### config.mk
export PLATFORM = sky130hd
export DESIGN_NAME = adc_average_tare_weigh_top
export DESIGN_NICKNAME = d
export VERILOG_FILES = /design/src/hdl/atw_pkg.sv /design/src/hdl/atw_accum.sv /design/src/hdl/atw_scale.sv /design/src/hdl/adc_average_tare_weigh_top.sv
export SDC_FILE = /design/constraint.sdc
export NUM_CORES = 1
export LEC_CHECK = 0
export BUFFER_PORTS_ARGS = -buffer_cell sky130_fd_sc_hd__clkbuf_2
export CAP_MARGIN = 20
export CORE_ASPECT_RATIO = 0.8
export CORE_UTILIZATION = 50
export DETAILED_ROUTE_END_ITERATION = 10
export HOLD_SLACK_MARGIN = 0.15
export PLACE_DENSITY_LB_ADDON = 0.08
export RECOVER_POWER = 100
export SLEW_MARGIN = 20
export SYNTH_ARGS = -nofsm -noshare
export SYNTH_HDL_FRONTEND = slang
export SYNTH_SLANG_ARGS = --single-unit
### constraint.sdc
create_clock -name clk -period 6.63 [get_ports clk]
set_input_delay 0.663 -clock clk [delete_from_list [all_inputs] [get_ports clk]]
set_output_delay 0.663 -clock clk [all_outputs]
set_load 0.01 [all_outputs]
### src/hdl/atw_pkg.sv
// Shared types, constants and helper functions for the tare-and-weigh front end.
`default_nettype none

package atw_pkg;

  // Field widths
  localparam int SAMPLE_W = 12;
  localparam int GAIN_W   = 8;
  localparam int WEIGHT_W = 15;
  localparam int SUM_W    = 16;
  localparam int COUNT_W  = 4;
  localparam int QUO_W    = 12;

  // Averaging and rounding constants
  localparam int DECIM_LEN  = 10;
  localparam int ROUND_STEP = 10;
  localparam int ROUND_HALF = 5;

  // Reset gain: 9/32 grams per converter step.
  localparam logic [GAIN_W-1:0] GAIN_RESET = 8'd9;

  // Divide by ten through a reciprocal: floor(x * 52429 / 2^19) is exact
  // for every 16-bit x.
  localparam logic [15:0] RECIP10       = 16'hCCCD;
  localparam int          RECIP10_SHIFT = 19;

  // Word commands
  typedef enum logic {
    CMD_SAMPLE = 1'b0,
    CMD_TARE   = 1'b1
  } atw_cmd_t;

  // Average and the tare it is weighed against, handed to the scaling pipe.
  typedef struct packed {
    logic [SAMPLE_W-1:0] average;
    logic [SAMPLE_W-1:0] tare;
  } atw_avg_t;

  // Quotient of a 16-bit value by ten.
  function automatic logic [12:0] div10(input logic [15:0] x);
    logic [31:0] prod;
    prod = 32'(x) * 32'(RECIP10);
    return prod[31:RECIP10_SHIFT];
  endfunction

endpackage

`default_nettype wire

### src/hdl/atw_accum.sv
// Sample accumulator, decimation by ten, last-average and tare registers.
`default_nettype none

module atw_accum
  import atw_pkg::*;
(
  input  wire logic                clk,
  input  wire logic                rst_n,
  input  wire logic                in_valid,
  output logic                     in_ready,
  input  wire logic                in_cmd,
  input  wire logic [SAMPLE_W-1:0] in_sample,
  output logic                     avg_valid,
  input  wire logic                avg_ready,
  output atw_avg_t                 avg
);

  logic [SUM_W-1:0]    sum_r;
  logic [COUNT_W-1:0]  count_r;
  logic [SAMPLE_W-1:0] last_avg_r;
  logic [SAMPLE_W-1:0] tare_r;
  logic                s1_valid_r;
  logic [SUM_W-1:0]    s1_sum_r;
  logic [SAMPLE_W-1:0] s1_tare_r;

  logic [SUM_W-1:0]    sum_add;
  logic                tenth;
  logic                accept;
  logic                load_s1;
  logic [SAMPLE_W-1:0] avg_code;
  logic [12:0]         avg_quo;

  // The decimation stage frees up whenever its word moves on.
  assign in_ready = !s1_valid_r || avg_ready;
  assign accept   = in_valid && in_ready;

  assign sum_add = sum_r + SUM_W'(in_sample);
  assign tenth   = (count_r == COUNT_W'(DECIM_LEN - 1));
  assign load_s1 = accept && (in_cmd == CMD_SAMPLE) && tenth;

  // Truncated average of the ten summed samples.
  assign avg_quo  = div10(s1_sum_r);
  assign avg_code = avg_quo[SAMPLE_W-1:0];

  // The tare travels with the average it was in force for.
  assign avg_valid   = s1_valid_r;
  assign avg.average = avg_code;
  assign avg.tare    = s1_tare_r;

  // Accumulator, decimation stage and stored averages.
  always_ff @(posedge clk) begin
    if (!rst_n) begin
      sum_r      <= '0;
      count_r    <= '0;
      last_avg_r <= '0;
      tare_r     <= '0;
      s1_valid_r <= 1'b0;
    end else begin
      if (s1_valid_r && avg_ready) begin
        last_avg_r <= avg_code;
      end
      // A new average fills the stage; otherwise it drains when taken.
      if (load_s1) begin
        s1_valid_r <= 1'b1;
      end else if (avg_ready) begin
        s1_valid_r <= 1'b0;
      end
      if (accept) begin
        if (in_cmd == CMD_TARE) begin
          // An average still in the decimation stage is the newest one.
          tare_r <= s1_valid_r ? avg_code : last_avg_r;
        end else if (tenth) begin
          sum_r     <= '0;
          count_r   <= '0;
          s1_sum_r  <= sum_add;
          s1_tare_r <= tare_r;
        end else begin
          sum_r   <= sum_add;
          count_r <= COUNT_W'(count_r + 1'b1);
        end
      end
    end
  end

endmodule

`default_nettype wire

### src/hdl/atw_scale.sv
// Tare subtraction, gain scaling, rounding to ten grams and the result register.
`default_nettype none

module atw_scale
  import atw_pkg::*;
(
  input  wire logic                clk,
  input  wire logic                rst_n,
  input  wire logic                avg_valid,
  output logic                     avg_ready,
  input  wire atw_avg_t            avg,
  input  wire logic [GAIN_W-1:0]   gain,
  output logic                     out_valid,
  input  wire logic                out_ready,
  output logic [SAMPLE_W-1:0]      out_average_code,
  output logic [WEIGHT_W-1:0]      out_net_weight,
  output logic [WEIGHT_W-1:0]      out_rounded_weight
);

  // Stage registers
  logic                s2_valid_r;
  logic [SAMPLE_W-1:0] s2_avg_r;
  logic [SAMPLE_W-1:0] s2_tare_r;
  logic                s3_valid_r;
  logic [SAMPLE_W-1:0] s3_avg_r;
  logic [WEIGHT_W-1:0] s3_wmag_r;
  logic                s3_neg_r;
  logic                s4_valid_r;
  logic [SAMPLE_W-1:0] s4_avg_r;
  logic [WEIGHT_W-1:0] s4_wmag_r;
  logic                s4_neg_r;
  logic [QUO_W-1:0]    s4_quo_r;
  logic                out_valid_r;
  logic [SAMPLE_W-1:0] out_avg_r;
  logic [WEIGHT_W-1:0] out_net_r;
  logic [WEIGHT_W-1:0] out_rnd_r;

  // Stage readiness, from the result register backward.
  logic rdy_out, rdy4, rdy3, rdy2;

  logic                neg;
  logic [SAMPLE_W-1:0] mag;
  logic [19:0]         prod;
  logic [12:0]         wquo;
  logic [WEIGHT_W-1:0] base;
  logic [WEIGHT_W-1:0] rem_full;
  logic [3:0]          rem;
  logic [WEIGHT_W-1:0] rnd;

  assign rdy_out   = !out_valid_r || out_ready;
  assign rdy4      = !s4_valid_r || rdy_out;
  assign rdy3      = !s3_valid_r || rdy4;
  assign rdy2      = !s2_valid_r || rdy3;
  assign avg_ready = rdy2;

  // Magnitude of average minus tare, times the gain, truncated by 1/32.
  assign neg  = (s2_avg_r < s2_tare_r);
  assign mag  = neg ? (s2_tare_r - s2_avg_r) : (s2_avg_r - s2_tare_r);
  assign prod = 20'(mag) * 20'(gain);

  // Quotient of the weight by ten.
  assign wquo = div10({1'b0, s3_wmag_r});

  // Remainder and rounding: above half a step rounds up.
  assign base     = WEIGHT_W'(s4_quo_r) * WEIGHT_W'(ROUND_STEP);
  assign rem_full = s4_wmag_r - base;
  assign rem      = rem_full[3:0];
  assign rnd      = (rem > 4'(ROUND_HALF)) ? (base + WEIGHT_W'(ROUND_STEP)) : base;

  // Valid bits of the pipe.
  always_ff @(posedge clk) begin
    if (!rst_n) begin
      s2_valid_r  <= 1'b0;
      s3_valid_r  <= 1'b0;
      s4_valid_r  <= 1'b0;
      out_valid_r <= 1'b0;
    end else begin
      if (rdy2)    s2_valid_r  <= avg_valid;
      if (rdy3)    s3_valid_r  <= s2_valid_r;
      if (rdy4)    s4_valid_r  <= s3_valid_r;
      if (rdy_out) out_valid_r <= s4_valid_r;
    end
  end

  // Payload of the pipe.
  always_ff @(posedge clk) begin
    if (rdy2) begin
      s2_avg_r  <= avg.average;
      s2_tare_r <= avg.tare;
    end
    if (rdy3) begin
      s3_avg_r  <= s2_avg_r;
      s3_wmag_r <= prod[19:5];
      s3_neg_r  <= neg;
    end
    if (rdy4) begin
      s4_avg_r  <= s3_avg_r;
      s4_wmag_r <= s3_wmag_r;
      s4_neg_r  <= s3_neg_r;
      s4_quo_r  <= wquo[QUO_W-1:0];
    end
    if (rdy_out) begin
      out_avg_r <= s4_avg_r;
      out_net_r <= s4_neg_r ? '0 : s4_wmag_r;
      out_rnd_r <= s4_neg_r ? '0 : rnd;
    end
  end

  assign out_valid          = out_valid_r;
  assign out_average_code   = out_avg_r;
  assign out_net_weight     = out_net_r;
  assign out_rounded_weight = out_rnd_r;

endmodule

`default_nettype wire

### src/hdl/adc_average_tare_weigh_top.sv
// Top level of the weighing-scale front end: gain register and the two pipe halves.
`default_nettype none

// Weighing-scale front end. Each sample word adds a 12-bit converter code to
// a running sum; every tenth sample produces one result word carrying the
// truncated average, the net weight ((average - tare) * gain / 32, truncated,
// clamped at zero) and that weight rounded to ten. A tare word copies the
// latest average into the tare register and produces no result. One word is
// taken every cycle while out_ready does not hold the pipe; a result passes
// through the decimation register, stages s2, s3 and s4 and the result
// register, and the divide by ten, the gain product and the rounding quotient
// each feed a register. Write the gain only while no word is in flight.

module adc_average_tare_weigh_top
  import atw_pkg::*;
(
  input  wire logic                clk,
  input  wire logic                rst_n,
  input  wire logic                cfg_we,
  input  wire logic [GAIN_W-1:0]   cfg_wdata,
  input  wire logic                in_valid,
  output logic                     in_ready,
  input  wire logic                in_cmd,
  input  wire logic [SAMPLE_W-1:0] in_sample,
  output logic                     out_valid,
  input  wire logic                out_ready,
  output logic [SAMPLE_W-1:0]      out_average_code,
  output logic [WEIGHT_W-1:0]      out_net_weight,
  output logic [WEIGHT_W-1:0]      out_rounded_weight
);

  logic [GAIN_W-1:0] gain_r;
  logic              avg_valid;
  logic              avg_ready;
  atw_avg_t          avg;

  // Gain register.
  always_ff @(posedge clk) begin
    if (!rst_n) begin
      gain_r <= GAIN_RESET;
    end else if (cfg_we) begin
      gain_r <= cfg_wdata;
    end
  end

  atw_accum u_accum (
    .clk       (clk),
    .rst_n     (rst_n),
    .in_valid  (in_valid),
    .in_ready  (in_ready),
    .in_cmd    (in_cmd),
    .in_sample (in_sample),
    .avg_valid (avg_valid),
    .avg_ready (avg_ready),
    .avg       (avg)
  );

  atw_scale u_scale (
    .clk                (clk),
    .rst_n              (rst_n),
    .avg_valid          (avg_valid),
    .avg_ready          (avg_ready),
    .avg                (avg),
    .gain               (gain_r),
    .out_valid          (out_valid),
    .out_ready          (out_ready),
    .out_average_code   (out_average_code),
    .out_net_weight     (out_net_weight),
    .out_rounded_weight (out_rounded_weight)
  );

endmodule

`default_nettype wire
==> run summary, run 1 <==
The run finished, with violations left. The checks that failed: max-capacitance violations, max-slew violations. The die outline area is 0.0413 mm². The final setup violation count came out at 0. After synthesis, the largest family of logic cells by area is adder cells.

The count of routing violations after the opening detailed-route iteration came out at 753. Together, buffers and inverters on the worst path number 7. The maximum single-stage delay on the critical path came out at 0.53 ns. 70 I/O pins were placed. The post-synthesis net count is 2,459. At the later pin of the worst-skew pair, clock insertion delay measures 0.53 ns. The area fraction of the dominant cell type after synthesis is 23.9%. The number of H-tree branching levels came out at 1.

The final-layout worst hold slack is 0.357 ns. The final critical path takes up 98.5% of the cycle. The per-cell via count in the routed design came out at 5.22. The first global-routing pass estimated 73,200 µm of wire. The cell count after placement is 2,540. The most frequent cell on the critical path is fa_1. The clock transition time at the flip-flop clock pins of the worst setup and hold paths is 0.06 ns. The worst setup path is captured at a register.

Setup repair after global routing could not meet its margin everywhere. The post-detailed-placement half-perimeter wirelength is 36,600 µm. The largest total area in the synthesized netlist belongs to edfxtp_1. After detailed routing, the average wire length per cell comes to 17.2 µm. The routability congestion estimate came out at 0.933. The count of flip-flops with a built-in enable after synthesis came out at 161. The worst setup path category is reg -> reg. Once the floorplan was initialized, standard cells occupied 51.1% of the core. The beginning of the worst register-to-register path is u_scale.s2_avg_r[0].

The worst setup path is launched from a register. The largest fanout on the critical path is 7. Buffers placed on the I/O ports in this run total 68. The initial antenna violation count is 0. The largest individual stage delay along the critical path comes from the cell fa_1. The worst min-delay path class is in -> reg. The fraction of final layout cells sized beyond drive strength 1 came out at 9.94%. The adder and majority gate portion of the synthesized area is 40.7%. The floorplan die width is 227 µm.

The flip-flop and latch count after synthesis is 218. No sink is reached through more buffers than the 3 on the longest clock path. The post-route DRC violation count came out at 0. The critical register-to-register path endpoint is u_scale.s3_wmag_r[14].

The number of search-and-repair iterations in the first detailed-routing pass is 5. The sequential area share after synthesis is 29.6%. The share of the core filled with cells in the final layout is 57.7%. The slew at the pin closest to its max-slew limit came out at 2.70 ns.

The overall routing resource usage came out at 22.7%. The net count of the finished layout is 2,605. The number of cells produced by synthesis came out at 1,898. Summing every instance area after synthesis gives 0.0202 mm².

The post-synthesis share of cell area spent on xor and xnor gates is 3.51%. The vertical die dimension came out at 182 µm. The finished layout holds 2,599 standard cells, fillers aside. The depth of the most critical reg-to-reg path came out at 28.

The share of the synthesized area in compound gates (AO/OA/AOI/OAI) is 7.97%. After global routing the overflow that remains totals 0. Data arrives at the worst endpoint at 6.82 ns. Measured against its own limit, the worst slew margin works out to -79.8%. The top cell family by delay on the critical path is adder cells. Sorting the synthesized cells by area gives the leading types as edfxtp_1 24%, ha_1 20%, fa_1 20%. The pin count of the biggest net entering global routing is 46. The worst hold path cell count came out at 3.

The area share of and/or/nand/nor cells after synthesis is 9.26%. The mux contribution to synthesized area came out at 1.21%. In this run the clock root is driven by a clkbuf_16. The site row count came out at 65. Across the routed clock network, the largest skew measured is 0.00825 ns.

The number of distinct library cells after synthesis is 72. The minimum setup slack among reg-to-reg paths is 0.1 ns. The number of antenna cells inserted is 0.

The max-slew violation count is 187. Summing over every cut layer, the via total after detailed routing is 13,566. The remaining antenna violation count is 0. The hold violation total from the final report came out at 0. The synthesis-to-finish area growth came out at 13.1%. At the worst endpoint, the required time is 6.92 ns. The number of hold buffers added after CTS is 0. The worst hold path endpoint is gain_r[3]. Buffers inserted during clock tree synthesis total 25. After routing, the total negative slack on setup checks comes to 0 ns. The share of flip-flops with an asynchronous set or reset after synthesis is 0%. The reported max-cap violation count is 5. Among all flip-flop cells after synthesis, the most frequent one is edfxtp_1.

The core area is 0.0396 mm². The tree built by TritonCTS fans out to 218 sinks. The number of global-route vias before repair came out at 13,994. TritonCTS built the clock tree. For this run, the top clock speed supported by timing is 153 MHz.

The final routed wirelength across all metal layers is 44,600 µm. Dividing the synthesized area by the synthesized cell count gives 10.7 µm². The final critical-path required period came out at 6.53 ns. The critical hold path startpoint is cfg_wdata[3]. The number of warnings reported in the yosys synthesis log came out at 0.
through the flow:
step | setup slack (ns) | cell area [µm²]
after CTS | 0.0273 | 22500
after global placement | -0.192 | 21600
final | 0.0987 | 22900
after floorplan | 0.0168 | 20200
after global routing | -0.165 | 22900
after detailed placement | -0.276 | 21600
worst min-delay path, cell delays in order:
cell	delay, ns
clkbuf_2	0.08
nand2_1	0.05
o211ai_1	0.06
kinds of logic after synthesis:
kind of cell             after synthesis
XOR/XNOR                              81
AND/OR/NAND/NOR                      378
adder cells (fa/ha/maj)              535
multiplexers                          24
flip-flops                           218
buffers and inverters                416
other                                  1
AO/OA/AOI/OAI                        245
cells in the final DEF, fill, tap and decap left out, types with 10 or more instances in the layout:
cell,netlist,final
inv_1,388,379
a21oi_1,71,68
xnor2_1,54,51
o21a_1,11,11
nand2_1,73,72
nor2_1,112,108
a211oi_1,14,12
clkbuf_2,0,24
o211ai_1,10,10
a31oi_1,12,10
and2_1,52,40
xor2_1,27,23
dfxtp_1,57,57
clkbuf_1,22,63
a21o_1,21,21
edfxtp_1,161,161
buf_4,2,55
fa_1,204,202
clkbuf_16,0,25
nor2b_1,27,27
nor3_1,25,23
ha_1,331,323
inv_2,1,10
o21ai_0,48,46
mux2i_1,21,17
nand3_1,30,25
synthesized netlist by cell type, drive strengths merged, types with 3 or more instances:
cell    instances
a22oi           4
ha            331
nor2b          27
nand2          73
and3           11
o31ai           4
edfxtp        161
clkbuf         22
xor2           27
nor3           25
nor4b           4
a311oi          4
a21boi          7
a31oi          12
fa            204
o211ai         10
nor2          112
a21o           21
nand3b          3
o21bai          6
o21a           11
and2           52
or3             8
buf             5
nand2b          4
dfxtp          57
nand4           9
inv           389
and4            3
a21oi          74
a32oi           4
xnor2          54
nor3b           5
or2             6
mux2            3
nand3          30
o21ai          49
a211oi         15
mux2i          21
per-layer routing:
| layer | vias up | routed length, µm | global-route usage [%] |
|---|---|---|---|
| li1 | 6626 | - | - |
| met1 | 6624 | 21800 | 33.8 |
| met2 | 268 | 19900 | 34.9 |
| met3 | 48 | 2240 | 3.46 |
| met4 | 0 | 752 | 4.62 |
| met5 | - | 0 | 0 |
state kept, by name, summed over array words and instances (netlist names), 12 cells and up:
signal / count
u_scale.out_net_weight: 15
u_scale.s3_wmag_r: 15
u_scale.out_rounded_weight: 14
u_scale.s2_avg_r: 12
u_scale.out_average_code: 12
u_accum.last_avg_r: 12
u_scale.s3_avg_r: 12
u_accum.sum_r: 16
u_scale.s4_avg_r: 12
u_accum.s1_tare_r: 12
u_scale.s4_quo_r: 12
u_accum.tare_r: 12
u_scale.s4_wmag_r: 15
u_scale.s2_tare_r: 12
u_accum.s1_sum_r: 16
layout make-up:
class / count / area, µm²
clock buffer: 29 / 641
clock inverter: 17 / 175
timing repair buffer: 146 / 862
multi-input combinational: 1264 / 13100
inverter: 389 / 1460
sequential: 218 / 5980
fill: 3510 / 16700
tap: 536 / 671
worst max path at each step:
stage                        start                    end  slack, ns  depth (start not counted)
3_3_place_gp   u_scale.s2_avg_r[0]  u_scale.s3_wmag_r[14]      -0.19                         27
4_1_cts        u_scale.s2_avg_r[0]  u_scale.s3_wmag_r[14]       0.03                         28
5_1_grt        u_scale.s2_avg_r[0]  u_scale.s3_wmag_r[14]      -0.17                         27
3_5_place_dp   u_scale.s2_avg_r[0]  u_scale.s3_wmag_r[14]      -0.28                         27
6_report       u_scale.s2_avg_r[0]  u_scale.s3_wmag_r[14]        0.1                         28
2_1_floorplan  u_scale.s2_avg_r[0]  u_scale.s3_wmag_r[14]       0.02                         26
what timing repair did:
| action | 4_1_cts | 5_1_grt |
|---|---|---|
| gates resized for setup | 14 | 74 |
| pin swaps | 6 | 42 |
| setup endpoints to repair | 10 | 11 |
| setup buffers | 3 | 10 |
Power of run 1 is left out: the tool's default activity adds up to more than one toggle a clock period on the data nets, which glitch-free logic cannot reach.
==> run 2, diff against run 1 <==
==> constraint.sdc (replaced) <==
create_clock -name clk -period 6.63 [get_ports clk]
set_input_delay 0.3315 -clock clk [delete_from_list [all_inputs] [get_ports clk]]
set_output_delay 0.3315 -clock clk [all_outputs]
set_load 0.01 [all_outputs]
==> run 2 against run 1 <==
- the flow still finishes with violations (max-capacitance violations, max-slew violations)
- flip-flop and latch count unchanged
- die area unchanged
- core utilization increased by 0.25 points
- clock-buffer cell count unchanged
- critical path type unchanged
- largest cell class unchanged
- highest routed layer unchanged
==> run summary, run 2 (synthesis gave the netlist of run 1 again) <==
The flow ran to the end, but the final reports show violations. The final reports fail on max-capacitance violations, max-slew violations. The number of global-route vias before repair is 14,039 (+0.32%).

The synthesis-to-finish area growth is 13.6%. The number of buffers inserted by port buffering came to 68 (unchanged). The wire length per cell came to 17.1 µm (-0.19%). The first-pass GRT wire length was 73,300 µm (+0.17%).

The latest clock arrival within the worst-skew pair came out at 0.53 ns (about the same). The floorplan die width is 227 µm (unchanged). The layout net count is 2,615 (+0.38%). The initial core utilization was 51.1% (unchanged). The number of standard cells in the final layout excluding fillers is 2,609 (+0.38%). The worst clock skew came out at 0.00876 ns (+0.000513 ns).

In this run the worst hold path is classified as in -> reg. In the layout the commonest cells are 379 x inv_1, 323 x ha_1, 202 x fa_1. The fraction of final layout cells sized beyond drive strength 1 is 9.89% (-0.048 points).

The post-route DRC violation count is 0 (unchanged). The most frequent cell on the critical path is fa_1. The total number of vias came out at 13,575 (+0.066%). The count of routing violations after the opening detailed-route iteration is 786 (+4.4%). The clock sink count came to 218 (unchanged). The final critical-path required period is 6.53 ns (-0.00226 ns).

The largest fanout on the critical path was 7 (unchanged). The pin count of the biggest net entering global routing was 46 (unchanged). The initial antenna violation count came out at 0 (unchanged). The routability congestion estimate is 0.933 (unchanged). The slew at the pin closest to its max-slew limit is 2.69 ns (-0.0111 ns). The count of filler cells inserted in the layout is 3,500 (-0.28%).

The remaining antenna violation count was 0 (unchanged). The I/O pin count came out at 70 (unchanged). The normalized max-slew margin came to -79.1% (+0.74 points). The maximum single-stage delay on the critical path came to 0.53 ns (about the same).

The worst setup path is launched from a register. The number of search-and-repair iterations in the first detailed-routing pass is 4 (-1). The max-slew violation count is 187 (unchanged).

The clock transition time at the flip-flop clock pins of the worst setup and hold paths is 0.06 ns (about the same). The number of antenna cells inserted came out at 0 (unchanged). The number of H-tree branching levels is 1 (unchanged).

The highest clock frequency the design can meet was 153 MHz (about the same). The total congestion overflow after global routing came to 0 (unchanged). The portion of the clock cycle consumed by the worst path in the final layout came to 98.5% (about the same). The vertical die dimension is 182 µm (unchanged). The minimum setup slack among reg-to-reg paths came out at 0.10 ns (about the same). The maximum count of clock buffers along a single path came to 3 (unchanged). The final routed wirelength across all metal layers is 44,700 µm (+0.20%). The per-cell via count in the routed design was 5.20 (-0.32%). The clock buffer count from CTS came out at 25 (unchanged). The TritonCTS clock tree is yes. The data required time at the worst endpoint came out at 6.92 ns (about the same). The reported max-cap violation count came out at 5 (unchanged). The overall routing resource usage is 22.7% (+0.028 points).

In the final layout, the registers with the most flip-flops are u_accum.s1_sum_r: 16 flops, u_accum.sum_r: 16 flops. The final setup violation count came to 0 (unchanged). The hold violation total from the final report is 0 (unchanged). The root buffer cell chosen for the clock tree is clkbuf_16. The die outline area is 0.0413 mm² (unchanged). The site row count is 65 (unchanged). The worst path arrival time is 6.82 ns (about the same). Leaving out fill and tap cells, the most frequent cell in the layout is inv_1.

The cell count after placement is 2,540 (unchanged). The post-detailed-placement half-perimeter wirelength came out at 36,600 µm (unchanged). The largest individual stage delay along the critical path comes from the cell fa_1.

Setup repair after global routing could not meet its margin everywhere. The worst setup path is of the reg -> reg kind. The core area came to 0.0396 mm² (unchanged). STA classifies the critical path endpoint as a register.
run 2: layout make-up:
| type | instances | area, µm² | share of cell area [%] |
|---|---|---|---|
| clock buffers | 29 | 641 | 2.79 |
| clock inverters | 17 | 175 | 0.763 |
| inverters | 389 | 1460 | 6.36 |
| multi-input cells | 1264 | 13100 | 57.0 |
| flip-flops and latches | 218 | 5980 | 26.0 |
| well taps | 536 | 671 | 2.92 |
| repair buffers | 156 | 962 | 4.19 |
run 2: timing repair:
action	4_1_cts	5_1_grt
resized for setup	14	74
hold endpoints to repair	10	0
setup buffers	3	10
gates cloned	0	0
pin swaps	6	42
endpoints found under the setup margin	10	11
hold buffers	10	0
run 2: worst paths after layout:
kind / startpoint / end / depth (start not counted)
max: u_scale.s2_avg_r[0] / u_scale.s3_wmag_r[14] / 28
min: cfg_we / gain_r[3] / 2
max reg2reg: u_scale.s2_avg_r[0] / u_scale.s3_wmag_r[14] / 28
min reg2reg: u_accum.s1_tare_r[2] / u_scale.s2_tare_r[2] / 0
run 2: stage by stage:
stage | setup slack (ns) | hold slack [ns] | cell area [µm²] | utilization [%] | TNS [ns]
floorplan | 0.0168 | 0.400 | 20200 | - | 0
global placement | -0.192 | 0.401 | 21600 | 54.6 | -0.766
detailed placement | -0.276 | 0.405 | 21600 | 54.6 | -1.67
CTS | 0.0273 | 0.235 | 22600 | 57.2 | 0
global route | -0.165 | 0.261 | 23000 | 58.0 | -0.704
finish | 0.101 | 0.272 | 23000 | 58.0 | 0
run 2: layer usage:
metal  vias to the layer above  wire length [µm]  GRT usage (%)
met1                      6642             21900           33.8
met4                         0               756           4.62
met2                       244             19900           35.0
met3                        48              2100           3.46
li1                       6641                 -              -
met5                         -                 0              0
run 2: critical path, delay by kind of cell, from the launching register on:
kind	cells	cell delay [ns]
adder cells (fa/ha/maj)	7	2.68
AO/OA/AOI/OAI	10	1.77
XOR/XNOR	2	0.28
AND/OR/NAND/NOR	1	0.15
buffers and inverters	7	0.66
multiplexers	1	0.34
flip-flops	1	0.38
Power of run 2 is left out for the same reason.
==> run 3, diff against run 2 <==
Settings changed: ABC_AREA set to 1.
==> run 3 against run 2 <==
- the run still ends with max-capacitance violations, max-slew violations left
- routed wire length up 14%
- die area up 5.5%
- synthesized cell count up 23%
- worst setup slack better by 0.37 ns
- flip-flop and latch count unchanged
==> run summary, run 3 <==
The final critical-path required period is 6.16 ns (-0.366 ns). The placed standard-cell area came out at 0.0223 mm² (+3.3%). The routability congestion estimate is 0.934 (+0.12%). The share of flip-flops with an asynchronous set or reset after synthesis is 0% (unchanged). The highest clock frequency the design can meet came to 162 MHz (+5.9%).

The max-slew violation count is 120 (-36%). The data required time at the worst endpoint is 6.94 ns (+0.02 ns). The number of global-route vias before repair was 15,500 (+10%). The clock buffer count from CTS came to 26 (+4.0%).

The checks that failed: max-capacitance violations, max-slew violations. The finished layout cell area came out at 0.0233 mm² (+1.6%). The number of search-and-repair iterations in the first detailed-routing pass came out at 7 (+3). The TritonCTS clock tree is yes. The slew at the pin closest to its max-slew limit is 2.44 ns (-0.243 ns). The normalized max-slew margin came out at -62.9% (+16 points). The clock transition time at the flip-flop clock pins of the worst setup and hold paths came out at 0.06 ns (about the same). The first-pass GRT wire length was 82,700 µm (+13%). The count of flip-flops with a built-in enable after synthesis is 161 (unchanged).

The remaining antenna violation count is 0 (unchanged). Sorting the synthesized cells by area gives the leading types as edfxtp_1 23%, ha_1 19%, fa_1 19%. The final routed wirelength across all metal layers came out at 50,900 µm (+14%). The maximum count of clock buffers along a single path came out at 3 (unchanged). The count of filler cells inserted in the layout was 3,863 (+10%).

The worst min-delay path class is in -> reg. The final setup violation count came out at 0 (unchanged). The total congestion overflow after global routing came out at 0 (unchanged).

The post-synthesis net count is 2,889 (+17%). The total negative slack came out at 0 ns (unchanged). The flip-flop and latch count after synthesis came to 218 (unchanged).

The setup path with the least slack is of type reg -> reg. The mean area per synthesized cell came to 9.17 µm² (-14%). The run finished, with violations left. The number of H-tree branching levels is 1 (unchanged). The floorplan die width was 233 µm (+2.7%). The fraction of final layout cells sized beyond drive strength 1 came out at 4.95% (-4.9 points). The root buffer cell chosen for the clock tree is clkbuf_16.

The core area is 0.0420 mm² (+6.0%). The master of the slowest instance on the critical path is fa_1. Setup repair after global routing left no endpoint under its margin. The most frequent cell on the critical path is nand2_1. The portion of the clock cycle consumed by the worst path in the final layout is 93.0% (-5.5 points).

The wire length per cell came out at 17.0 µm (-0.84%). The reported max-cap violation count is 3 (-2). Leaving out fill and tap cells, the most frequent cell in the layout is inv_1. The synthesis-to-finish area growth is 9.33%. The post-detailed-placement half-perimeter wirelength was 42,200 µm (+15%). STA classifies the critical path endpoint as a register. The most instantiated library cell after synthesis is inv_1. The kind of launch point of the worst setup path is a register. The number of cells produced by synthesis came to 2,328 (+23%). The multi-input combinational cell area is 0.0133 mm² (+1.7%). The site row count is 67 (+3.1%). The number of warnings reported in the yosys synthesis log was 0 (unchanged). The hold violation total from the final report came to 0 (unchanged).

The latest clock arrival within the worst-skew pair is 0.56 ns (+0.03 ns). The cell area after technology mapping is 0.0213 mm² (+5.6%). The clock sink count is 218 (unchanged). In the final layout, the registers with the most flip-flops are u_accum.s1_sum_r: 16 flops, u_accum.sum_r: 16 flops. The cell accounting for the most synthesized area is edfxtp_1. The maximum single-stage delay on the critical path came out at 0.54 ns (about the same). The pin count of the biggest net entering global routing is 48 (+4.3%). The per-cell via count in the routed design came out at 5.17 (-0.72%).

The count of routing violations after the opening detailed-route iteration is 881 (+12%). Counting instances in the post-synthesis netlist gives the leading cell types as 523 x inv_1, 331 x ha_1, 282 x nand2_1. The area used by sequential logic in the layout is 0.00598 mm² (unchanged). The worst clock skew was 0.0231 ns (+0.0144 ns). The number of buffers inserted by port buffering came out at 68 (unchanged). The sequential area share after synthesis is 28.0% (-1.6 points).

The I/O pin count came out at 70 (unchanged). The final-layout worst hold slack is 0.260 ns (-0.0114 ns). The area fraction of the dominant cell type after synthesis was 22.6% (-1.3 points). The kind of cell with the highest combined delay along the critical path is adder cells. Leaving out fill and tap cells, the most frequent cells in the layout are 523 x inv_1, 329 x ha_1, 282 x nand2_1. The number of antenna cells inserted came out at 0 (unchanged). The count of buffer and inverter cells on the critical path came out at 5 (-2). The post-route DRC violation count is 0 (unchanged). The largest fanout on the critical path came out at 13 (+6).

The leading register cell type out of synthesis is edfxtp_1. The initial core utilization came out at 50.8% (-0.22 points). The initial antenna violation count is 0 (unchanged). The die outline area came out at 0.0435 mm² (+5.5%).

The vertical die dimension came out at 187 µm (+2.7%). The total number of vias is 15,466 (+14%). The overall routing resource usage is 24.3% (+1.5 points). The number of distinct library cells after synthesis came out at 51 (-29%). The worst path arrival time came to 6.48 ns (-0.34 ns).

The layout net count is 2,983 (+14%).
[run 3: changes by cell type after synthesis, moves of 19 or more]
cell	change
mux2i_1	-21
nor2b_1	-27
xor2_1	+19
xnor2_1	-35
nor2_1	+93
and2_1	-52
nand2_1	+209
o21ai_0	+41
nand3_1	+30
inv_1	+135
a21oi_1	+107
[run 3: cell type report]
cell class	count	share of cell area [%]
Inverter	529	8.51
Clock inverter	18	0.799
Sequential cell	218	25.6
Multi-Input combinational cell	1551	57.0
Clock buffer	30	2.90
Timing Repair Buffer	96	2.20
Tap cell	552	2.96
[run 3: per-layer routing]
metal	track usage (%)	up-vias	share of wire [%]
li1	-	7677	-
met1	37.9	7368	52
met2	34.5	377	40
met3	5.15	44	6.7
met4	4.32	0	1.6
met5	0	-	0
[run 3: cell families after synthesis]
| family | Yosys count | synth area share (%) |
|---|---|---|
| other | 1 | 0.0176 |
| and+or+nand+nor | 613 | 11.9 |
| AOI/OAI and AO/OA | 333 | 8.69 |
| adders and majority gates | 535 | 38.5 |
| buffers and inverters | 559 | 9.92 |
| DFF | 218 | 28.0 |
| xor gates and xnor gates | 69 | 2.97 |
[run 3: timing repair]
item	4_1_cts	5_1_grt
endpoints found under the hold margin	9	0
setup endpoints to repair	0	7
hold buffers	13	0
buffers inserted	0	5
resized for setup	0	11
[run 3: metrics by stage]
| stage | util (%) | setup slack (ns) | std cells |
|---|---|---|---|
| 2_1_floorplan | - | 0.871 | 2328 |
| 3_3_place_gp | 53.2 | 0.395 | 2928 |
| 3_5_place_dp | 53.2 | 0.275 | 2928 |
| 4_1_cts | 55.5 | 0.278 | 2989 |
| 5_1_grt | 55.6 | 0.0256 | 2994 |
| 6_report | 55.6 | 0.467 | 2994 |
[run 3: worst reg2reg max path: cells and delay by family, from the launching register on]
family / cells / cell delay (ns)
AND/OR/NAND/NOR: 11 / 1.00
adder cells (fa/ha/maj): 7 / 3.04
AO/OA/AOI/OAI: 5 / 0.78
XOR/XNOR: 1 / 0.27
flip-flops: 1 / 0.42
buffers and inverters: 5 / 0.44
[run 3: path summary, 6_finish.rpt]
kind              cells after the start               endpoint                start  slack (ns)
setup / recovery                     29  u_scale.s3_wmag_r[13]  u_scale.s2_avg_r[0]        0.47
hold / removal                        3     u_accum.count_r[2]                rst_n        0.26
setup reg to reg                     29  u_scale.s3_wmag_r[13]  u_scale.s2_avg_r[0]        0.47
hold reg to reg                       0    u_scale.s4_avg_r[9]  u_scale.s3_avg_r[9]        0.41
Power of run 3 is left out for the same reason.
